==> config.mk <==
export PLATFORM = sky130hd
export DESIGN_NAME = lru_key_value_cache_core
export DESIGN_NICKNAME = d
export VERILOG_FILES = /design/src/hw/rtl/lkvc_pkg.sv /design/src/hw/rtl/lru_key_value_cache_core.sv /design/src/hw/rtl/lkvc_entry_array.sv /design/src/hw/rtl/lkvc_stats.sv
export SDC_FILE = /design/constraint.sdc
export NUM_CORES = 2
export LEC_CHECK = 0
export ABC_AREA = 0
export BUFFER_PORTS_ARGS = -buffer_cell sky130_fd_sc_hd__buf_2
export CORE_ASPECT_RATIO = 1.25
export CORE_MARGIN = 3
export CORE_UTILIZATION = 57
export CTS_BUF_LIST = sky130_fd_sc_hd__clkbuf_8
export DETAILED_ROUTE_END_ITERATION = 8
export GPL_TIMING_DRIVEN = 0
export PLACE_DENSITY_LB_ADDON = 0.08
export SLEW_MARGIN = 25
export SYNTH_ARGS = -nofsm -noshare
export SYNTH_HDL_FRONTEND = slang
export SYNTH_SLANG_ARGS = --single-unit
==> constraint.sdc <==
create_clock -name clk -period 17.2 [get_ports clk]
set_clock_uncertainty 0.15 [all_clocks]
set_input_delay 1.72 -clock clk [delete_from_list [all_inputs] [get_ports clk]]
set_output_delay 1.72 -clock clk [all_outputs]
set_load 0.02 [all_outputs]
==> src/hw/rtl/lkvc_pkg.sv <==
`default_nettype none

package lkvc_pkg;

  // Fixed field widths
  localparam int KEY_W   = 64;
  localparam int DATA_W  = 64;
  localparam int OCC_W   = 5;
  localparam int COUNT_W = 32;
  localparam int LIMIT_W = 5;

  // Stream packing
  localparam int IN_TDATA_W  = 128;
  localparam int OUT_FIELD_W = DATA_W + OCC_W + 2 * COUNT_W;
  localparam int OUT_TDATA_W = ((OUT_FIELD_W + 7) / 8) * 8;
  localparam int OUT_PAD_W   = OUT_TDATA_W - OUT_FIELD_W;

  // Defaults and reset values
  localparam int CAPACITY_DEFAULT    = 16;
  localparam int VALUE_WIDTH_DEFAULT = 64;
  localparam logic [LIMIT_W-1:0] LIMIT_RESET = 5'd16;
  localparam logic [COUNT_W-1:0] COUNT_MAX   = '1;

  // Operation codes
  typedef enum logic {
    MODE_GET = 1'b0,
    MODE_PUT = 1'b1
  } lkvc_mode_t;

  // One request as held in the input register
  typedef struct packed {
    lkvc_mode_t          mode;
    logic [KEY_W-1:0]    key;
    logic [DATA_W-1:0]   data;
  } lkvc_req_t;

  // Lookup outcome from the entry array
  typedef struct packed {
    logic                hit;
    logic [DATA_W-1:0]   read_value;
    logic [OCC_W-1:0]    occupancy;
  } lkvc_result_t;

endpackage

`default_nettype wire

==> src/hw/rtl/lru_key_value_cache_core.sv <==
// Fully associative LRU key/value cache core.
// A request waits in the input register until the output register takes its result.
// Throughput: one get or put per cycle unless the output stalls; the parallel key
// compare, rank and counter update all settle between the input and output registers.
// Reset (synchronous, active high): no entries valid, counters zero, limit 16;
// no clearing pass, the core accepts items in the first cycle after reset.
`default_nettype none

module lru_key_value_cache_core #(
  parameter int CAPACITY    = lkvc_pkg::CAPACITY_DEFAULT,
  parameter int VALUE_WIDTH = lkvc_pkg::VALUE_WIDTH_DEFAULT
) (
  input  wire logic                             clk,
  input  wire logic                             rst,
  // lookup_key [63:0], data_word [127:64]
  input  wire logic [lkvc_pkg::IN_TDATA_W-1:0]  s_axis_tdata,
  // mode [0]
  input  wire logic [0:0]                       s_axis_tuser,
  input  wire logic                             s_axis_tvalid,
  output logic                                  s_axis_tready,
  // read_value [63:0], occupancy [68:64], hit_total [100:69], miss_total [132:101],
  // zero [135:133]
  output logic [lkvc_pkg::OUT_TDATA_W-1:0]      m_axis_tdata,
  // hit [0]
  output logic [0:0]                            m_axis_tuser,
  output logic                                  m_axis_tvalid,
  input  wire logic                             m_axis_tready,
  input  wire logic [lkvc_pkg::LIMIT_W-1:0]     cfg_data,
  input  wire logic                             cfg_valid,
  output logic                                  cfg_ready
);
  import lkvc_pkg::*;

  logic [LIMIT_W-1:0] entry_limit;
  lkvc_req_t          req;
  logic               stage_valid;
  logic               out_free;
  logic               fire;
  lkvc_result_t       result;
  logic [COUNT_W-1:0] hit_total;
  logic [COUNT_W-1:0] miss_total;

  // Configuration register
  assign cfg_ready = 1'b1;

  always_ff @(posedge clk) begin
    if (rst) begin
      entry_limit <= LIMIT_RESET;
    end else if (cfg_valid && cfg_ready) begin
      entry_limit <= cfg_data;
    end
  end

  // Input register: refill when empty or whenever the held item moves on
  assign out_free      = !m_axis_tvalid || m_axis_tready;
  assign fire          = stage_valid && out_free;
  assign s_axis_tready = !stage_valid || out_free;

  always_ff @(posedge clk) begin
    if (rst) begin
      stage_valid <= 1'b0;
    end else if (s_axis_tready) begin
      stage_valid <= s_axis_tvalid;
    end
  end

  always_ff @(posedge clk) begin
    if (s_axis_tvalid && s_axis_tready) begin
      req.mode <= lkvc_mode_t'(s_axis_tuser[0]);
      req.key  <= s_axis_tdata[KEY_W-1:0];
      req.data <= s_axis_tdata[KEY_W+DATA_W-1:KEY_W];
    end
  end

  lkvc_entry_array #(
    .CAPACITY    (CAPACITY),
    .VALUE_WIDTH (VALUE_WIDTH)
  ) u_entries (
    .clk         (clk),
    .rst         (rst),
    .fire        (fire),
    .req         (req),
    .entry_limit (entry_limit),
    .result      (result)
  );

  lkvc_stats u_stats (
    .clk        (clk),
    .rst        (rst),
    .fire       (fire),
    .is_get     (req.mode == MODE_GET),
    .hit        (result.hit),
    .hit_total  (hit_total),
    .miss_total (miss_total)
  );

  // Output register: load on fire, drop valid once the transfer completes
  always_ff @(posedge clk) begin
    if (rst) begin
      m_axis_tvalid <= 1'b0;
    end else if (fire) begin
      m_axis_tvalid <= 1'b1;
    end else if (m_axis_tready) begin
      m_axis_tvalid <= 1'b0;
    end
  end

  always_ff @(posedge clk) begin
    if (fire) begin
      m_axis_tuser <= result.hit;
      m_axis_tdata <= {{OUT_PAD_W{1'b0}}, miss_total, hit_total,
                       result.occupancy, result.read_value};
    end
  end

endmodule

`default_nettype wire

==> src/hw/rtl/lkvc_entry_array.sv <==
`default_nettype none

module lkvc_entry_array #(
  parameter int CAPACITY    = lkvc_pkg::CAPACITY_DEFAULT,
  parameter int VALUE_WIDTH = lkvc_pkg::VALUE_WIDTH_DEFAULT
) (
  input  wire logic                         clk,
  input  wire logic                         rst,
  input  wire logic                         fire,
  input  wire lkvc_pkg::lkvc_req_t          req,
  input  wire logic [lkvc_pkg::LIMIT_W-1:0] entry_limit,
  output lkvc_pkg::lkvc_result_t            result
);
  import lkvc_pkg::*;

  localparam int RW = (CAPACITY > 1) ? $clog2(CAPACITY) : 1;
  localparam int CW = $clog2(CAPACITY + 1);
  localparam int LW = (CW > LIMIT_W) ? CW : LIMIT_W;

  // Entry storage: keys and values are compared or selected in parallel
  logic [KEY_W-1:0]       keys   [CAPACITY];
  logic [VALUE_WIDTH-1:0] values [CAPACITY];
  logic [CAPACITY-1:0]    valid;
  logic [CAPACITY-1:0]    valid_next;
  logic [RW-1:0]          rank      [CAPACITY];
  logic [RW-1:0]          rank_next [CAPACITY];
  logic [CW-1:0]          total;
  logic [CW-1:0]          total_next;

  logic [CAPACITY-1:0]    match;
  logic [CAPACITY-1:0]    victim;
  logic [CAPACITY-1:0]    free_slot;
  logic [CAPACITY-1:0]    target;
  logic                   hit_any;
  logic [RW-1:0]          hit_rank;
  logic [VALUE_WIDTH-1:0] hit_value;
  logic [RW-1:0]          last_rank;
  logic [RW-1:0]          thresh;
  logic [LW-1:0]          limit_eff;
  logic                   is_put;
  logic                   insert;
  logic                   evict;
  logic                   fill;
  logic                   do_promote;
  logic                   write_val;

  // Least recent valid entry holds rank total-1 (ranks form a permutation)
  assign last_rank = RW'(total - CW'(1));

  // Compare every entry against the key; spot the least recent one
  always_comb begin
    for (int i = 0; i < CAPACITY; i++) begin
      match[i]  = valid[i] && (keys[i] == req.key);
      victim[i] = valid[i] && (rank[i] == last_rank);
    end
  end

  // Lowest free slot: first zero bit of the valid vector
  assign free_slot = ~valid & (valid + CAPACITY'(1));

  // Select rank and value of the matching entry
  always_comb begin
    hit_rank  = '0;
    hit_value = '0;
    for (int i = 0; i < CAPACITY; i++) begin
      hit_rank  = hit_rank  | (rank[i]   & {RW{match[i]}});
      hit_value = hit_value | (values[i] & {VALUE_WIDTH{match[i]}});
    end
  end

  assign hit_any = |match;

  // Clamp the limit to the capacity
  assign limit_eff = (LW'(entry_limit) > LW'(CAPACITY)) ? LW'(CAPACITY) : LW'(entry_limit);

  // Decide the update
  assign is_put     = (req.mode == MODE_PUT);
  assign insert     = is_put && !hit_any && (limit_eff != '0);
  assign evict      = insert && (LW'(total) >= limit_eff);
  assign fill       = insert && !evict;
  assign do_promote = hit_any || insert;
  assign write_val  = is_put && do_promote;
  assign target     = hit_any ? match : (evict ? victim : free_slot);
  assign thresh     = hit_any ? hit_rank : last_rank;

  // Move the target to most recent and age the entries that were ahead of it
  always_comb begin
    for (int i = 0; i < CAPACITY; i++) begin
      rank_next[i] = rank[i];
      if (do_promote) begin
        if (target[i]) begin
          rank_next[i] = '0;
        end else if (valid[i] && (fill || (rank[i] < thresh))) begin
          rank_next[i] = rank[i] + RW'(1);
        end
      end
    end
  end

  assign valid_next = fill ? (valid | target) : valid;
  assign total_next = fill ? (total + CW'(1)) : total;

  // Result of this operation
  assign result.hit        = hit_any;
  assign result.read_value = (!is_put && hit_any) ? DATA_W'(hit_value) : '0;
  assign result.occupancy  = OCC_W'(total_next);

  // Advance control state
  always_ff @(posedge clk) begin
    if (rst) begin
      valid <= '0;
      total <= '0;
      for (int i = 0; i < CAPACITY; i++) begin
        rank[i] <= '0;
      end
    end else if (fire) begin
      valid <= valid_next;
      total <= total_next;
      for (int i = 0; i < CAPACITY; i++) begin
        rank[i] <= rank_next[i];
      end
    end
  end

  // Write key and value of the target entry
  always_ff @(posedge clk) begin
    for (int i = 0; i < CAPACITY; i++) begin
      if (fire && target[i] && write_val) begin
        values[i] <= req.data[VALUE_WIDTH-1:0];
      end
      if (fire && target[i] && insert) begin
        keys[i] <= req.key;
      end
    end
  end

endmodule

`default_nettype wire

==> src/hw/rtl/lkvc_stats.sv <==
`default_nettype none

module lkvc_stats (
  input  wire logic                         clk,
  input  wire logic                         rst,
  input  wire logic                         fire,
  input  wire logic                         is_get,
  input  wire logic                         hit,
  output logic [lkvc_pkg::COUNT_W-1:0]      hit_total,
  output logic [lkvc_pkg::COUNT_W-1:0]      miss_total
);
  import lkvc_pkg::*;

  logic [COUNT_W-1:0] hit_count;
  logic [COUNT_W-1:0] miss_count;

  // Saturating increments, seen by the result of the same operation
  always_comb begin
    hit_total  = hit_count;
    miss_total = miss_count;
    if (is_get && hit && (hit_count != COUNT_MAX)) begin
      hit_total = hit_count + COUNT_W'(1);
    end
    if (is_get && !hit && (miss_count != COUNT_MAX)) begin
      miss_total = miss_count + COUNT_W'(1);
    end
  end

  always_ff @(posedge clk) begin
    if (rst) begin
      hit_count  <= '0;
      miss_count <= '0;
    end else if (fire) begin
      hit_count  <= hit_total;
      miss_count <= miss_total;
    end
  end

endmodule

`default_nettype wire

# After elaboration in Yosys (flattened, before gate mapping)
# Memory sizes are Yosys's and may differ from the RTL's.
# Cells that the tools add are included.
# classes
addsub	21
magnitude_cmp	18
eq_ne	34
mux	142
bitwise_logic	82
reduce_logical	136
# op_table
op	n
bitwise AND 64 bit	16
== test 64 bit	16
bitwise OR 64 bit	15
two-way mux 4 bit	65
logical AND 1 bit	108
two-way mux 1 bit	71
adder 32 x 1 -> 32 bit, second input constant	2
adder 4 x 1 -> 4 bit, second input constant	16
bitwise AND 4 bit	16
== test 4 bit	16
< comparator 4 bit	16
two-way mux 32 bit	2
inequality test 32 bit, second input constant	2
bitwise OR 4 bit	15
two-way mux 16 bit	2
logical OR 1 bit	19
adder 16 x 1 -> 16 bit, second input constant	1
bitwise AND 16 bit	1
NOT 16 bit	1
bitwise OR 1 bit	16
bitwise OR 16 bit	1
OR reduction 16 bit	1
two-way mux 5 bit	2
adder 5 x 1 -> 5 bit, second input constant	1
8 further kinds	12
# word_totals
reg_bits	355
ram_bits	2112
inputBits	139
out_inout_bits	140
word_cells	449
n_memories	3
# memory_table
memory	depth	word_bits	rd	rd_clocked_by_memory_dff	write_ports	line_no	source
u_entries.keys	16	64	16	0	16	lkvc_entry_array.sv:21	logic [KEY_W-1:0] keys [CAPACITY];
u_entries.values	16	64	16	0	16	lkvc_entry_array.sv:22	logic [VALUE_WIDTH-1:0] values [CAPACITY];
u_entries.rank	16	4	16	0	16	lkvc_entry_array.sv:25	logic [RW-1:0] rank [CAPACITY];

# Depth between registers and ports, before layout
# An unclocked memory read counts as a cell.
# logic_depth
word_depth	27
mapped_depth	19
depth_no_buf	15

# By module
# Synthesis repeated with hierarchy kept, for this count alone.
# unflattened
cells_unflattened	6699
hier_area_um2	102663.5
# by_module_without_submodules
mod	n_inst	cells_each	area_each_um2	seq_area_each_um2
lkvc_entry_array	1	5821	90012.6	63841.2
lru_key_value_cache_core	1	296	8204.1	8037.7
lkvc_stats	1	582	4446.8	1281.2

# Worst setup path after synthesis
# OpenSTA, ideal clock, no wires.
# synth_timing
kind	input -> register
from	input port m_axis_tready
to	register u_stats.hit_count[10]
setup_time_ps	65
t_arrival_ps	6805
required_ps	16985
setup_slack_ps	10180
stages	8
path_buffers	2
path_cell_list	nor2b_1 nand2b_1 clkbuf_1 inv_1 clkbuf_1 nand4_1 xor2_1 nor2_1
# synth_between
elab_chain_len	2
# synth_lines
element	line_no	source
start, declared	lru_key_value_cache_core.sv:27	input wire logic m_axis_tready,
logical OR 1 bit	lru_key_value_cache_core.sv:55	assign out_free = !m_axis_tvalid || m_axis_tready;
logical AND 1 bit	lru_key_value_cache_core.sv:56	assign fire = stage_valid && out_free;
net fire	lru_key_value_cache_core.sv:38	logic fire;
end signal, assigned	lkvc_stats.sv:34	hit_count <= hit_total;
end, declared	lkvc_stats.sv:14	logic [COUNT_W-1:0] hit_count;
# The timed path passes the listed nets, and every way through them passes these cells.
# A chain may end at the register's enable or synchronous reset.

==> run summary <==
Status: finished, final reports clean
Setup Viol. Count Final: 0
Tmin final: 9470 ps
Resized Gates After CTS: 0
Setup TNS: 0 ps
P_leak: 0.0385 µW
Synth Register Bits: 2467
Nets: 7339
Post-CTS Setup Bufs: 0
Worst EP arrival: 9980 ps
Worst-path clk slew: 60 ps
CTS Buf Count: 386
Total GRT Usage: 0.417
CTS tree: built
DIE AREA: 180000 µm²
Final period util: 0.550
Synth warn: 0
Starting Density: 0.577
Cells along the critical path: buf_2 > buf_2 > xor2_1 > nor4_1 > nand2_1 > nor3_1 > and2_0 > clkbuf_1 > clkbuf_1 > buf_1 > a22oi_1 > nand4_1 > nor3_2 > buf_6 > buf_4 > ha_1 > nand2_1 > nor3_1 > o211a_1 > a311oi_1
Final Max Tran Viols: 0
WHS: 354 ps
Rows: 170
Routed Antenna Nets: 0
Synth Cell Area: 99500 µm²
CTS Hold Buffers Added: 0
Htree depth: 5
Top cell type's share of synthesized area: 0.717
Fin. Hold Viols: 0
Final Non-Filler Cells: 9771
Cells after Synth: 6235
Core Area: 173000 µm²
I/O pin count: 279
Top FF cell, synth: edfxtp_1
CP required: 17710 ps
Pin count of the biggest net entering global routing: 55
Initial antenna violation count: 31
DP HPWL: 263000 µm
Routed length per instance: 38.8 µm
Final core occ: 0.673
Peak Freq: 0.106 GHz
Buffers on Ports: 273
Post-synth EDFFs: 2375
Gr ovfl total: 0
Crit-path slowest cell: buf_1
CP Max Fanout: 10
Area contributors post-synth: edfxtp_1 72%, xor2_1 6.1%, xnor2_1 2.8%, dfxtp_1 1.9%, a221oi_1 1.8%
Slowest stage delay, CP: 910 ps
Die Wd: 380 µm
Least-Margin Pin Slew: 1180 ps
Total clock sinks: 2467
CTS root buffer: clkbuf_8
Max_cap viols: 0
Vias per cell: 6.67
Die Y: 473 µm
Critical path's top delay family: buffers and inverters
Initial DRC Count: 10100
Synthesized area per cell: 16.0 µm²
Via Count: 65200
First-pass GRT wire length: 508000 µm
Power per cell area: 103 nW/µm²
CP endpoint kind: flip-flop
Worst vdd ir: 89.7 µV
Vias in the first global route: 62500
Min setup slack post-route: 7730 ps
Most frequent cells after synthesis: 2375 x edfxtp_1, 694 x xor2_1, 313 x xnor2_1
CTS Buffer Depth: 4
DP Worst Slack: 8120 ps
Sequential share of the synthesized area: 0.736
RSZ-0062 raised after global routing: no
Fraction of layout cells with a size suffix above 1: 0.176
GP Congestion: 1.01
Crit path kind: flip-flop to flip-flop
Layout area overhead: 16.7%
Routed WL: 380000 µm
Synth async-reset ratio: 0
Max_slew headroom: 0.204
Area leader, netlist: edfxtp_1
Placed cell count: 9093
Buffers and inverters on the worst path: 7
Worst-skew pair later-pin latency: 1110 ps
Critical Path Source Type: flip-flop
Synth unique cells: 76
Top-count cell post-synth: edfxtp_1
# DRC: 0
Class of the worst hold path: flip-flop to flip-flop
Pre-antenna DRT Iters: 6
==> cell type report <==
cell class / instances / area (µm²)
Tap cell: 2322 / 2910
Clock inverter: 270 / 1400
Buffer: 328 / 1730
Antenna cell: 19 / 47.5
Timing Repair Buffer: 534 / 6400
Multi-Input combinational cell: 3317 / 24600
Sequential cell: 2467 / 73200
Clock buffer: 389 / 5350
Inverter: 125 / 469
Fill cell: 12200 / 56400
==> worst reg2reg max path, stage by stage (launching register included) <==
cell      delay (ps)
edfxtp_1         680
buf_2            720
buf_2            630
xor2_1           140
nor4_1           590
nand2_1          350
nor3_1           800
and2_0           430
clkbuf_1         390
clkbuf_1         780
buf_1            910
a22oi_1          450
nand4_1          240
nor3_2           150
buf_6            180
buf_4            180
ha_1             300
nand2_1           80
nor3_1            60
o211a_1          250
a311oi_1         600
==> logic make-up (layout without fill, tap and decap cells) <==
kind of cell	count (synthesis)	in the layout	synth area share
compound gates	900	900	0.0733
simple gates	1346	1346	0.0742
buf+inv	453	1646	0.0210
other cells	2	23	0.0000755
fa+ha+maj	46	46	0.00566
mux	14	14	0.00145
flops	2467	2467	0.736
xor+xnor	1007	1007	0.0887
==> per-stage QoR <==
step                      total power, µW  instance area (µm²)
after global routing                12200               116000
final                               11900               116000
after global placement               7430               104000
after CTS                           11900               116000
after floorplan                      7110                99500
after detailed placement             7490               109000
==> routing by layer <==
metal | wire length [µm] | global-route usage
met3 | 41200 | 0.0942
met1 | 127000 | 0.503
met4 | 36000 | 0.326
met5 | 69 | 0
met2 | 175000 | 0.654
==> flip-flops by register name (all words and copies together) (netlist names) <==
register / cells
stage_valid: 1
u_entries.rank: 64
u_stats.miss_count: 32
u_entries.total: 5
u_entries.valid: 16
m_axis_tuser: 1
req: 129
m_axis_tdata: 133
m_axis_tvalid: 1
u_entries.keys: 1024
u_entries.values: 1024
entry_limit: 5
u_stats.hit_count: 32
==> placed cells by master, fill, tap and decap left out, types with 80 or more instances in the layout <==
master / count
nor2b_1: 131
nor4_1: 152
edfxtp_1: 2375
buf_8: 114
a221oi_1: 207
nand2b_1: 154
buf_16: 80
a22oi_1: 147
inv_1: 228
clkbuf_8: 389
nand2_1: 132
buf_2: 363
nor2_1: 219
dfxtp_1: 92
nand4_1: 107
xor2_1: 693
clkbuf_1: 94
nand3_1: 130
xnor2_1: 312
a22o_1: 196
clkinv_1: 94
and3_1: 97
==> final timing paths <==
kind	startpoint	cells after the start	slack, ps	endpoint
hold / removal	req[76]$_DFFE_PP_	0	350	u_entries.keys[0][76]$_DFFE_PP_
hold reg to reg	req[76]$_DFFE_PP_	0	350	u_entries.keys[0][76]$_DFFE_PP_
setup / recovery	req[75]$_DFFE_PP_	20	7730	u_entries.rank[1][2]$_SDFFCE_PP0P_
setup reg to reg	req[75]$_DFFE_PP_	20	7730	u_entries.rank[1][2]$_SDFFCE_PP0P_
==> where the power goes <==
| part | internal, µW | switching [µW] |
|---|---|---|
| clock network | 2260 | 2290 |
| logic | 193 | 455 |
| registers | 6650 | 95.8 |
| total | 9090 | 2840 |
No activity file was read; power rests on OpenSTA's default activity.
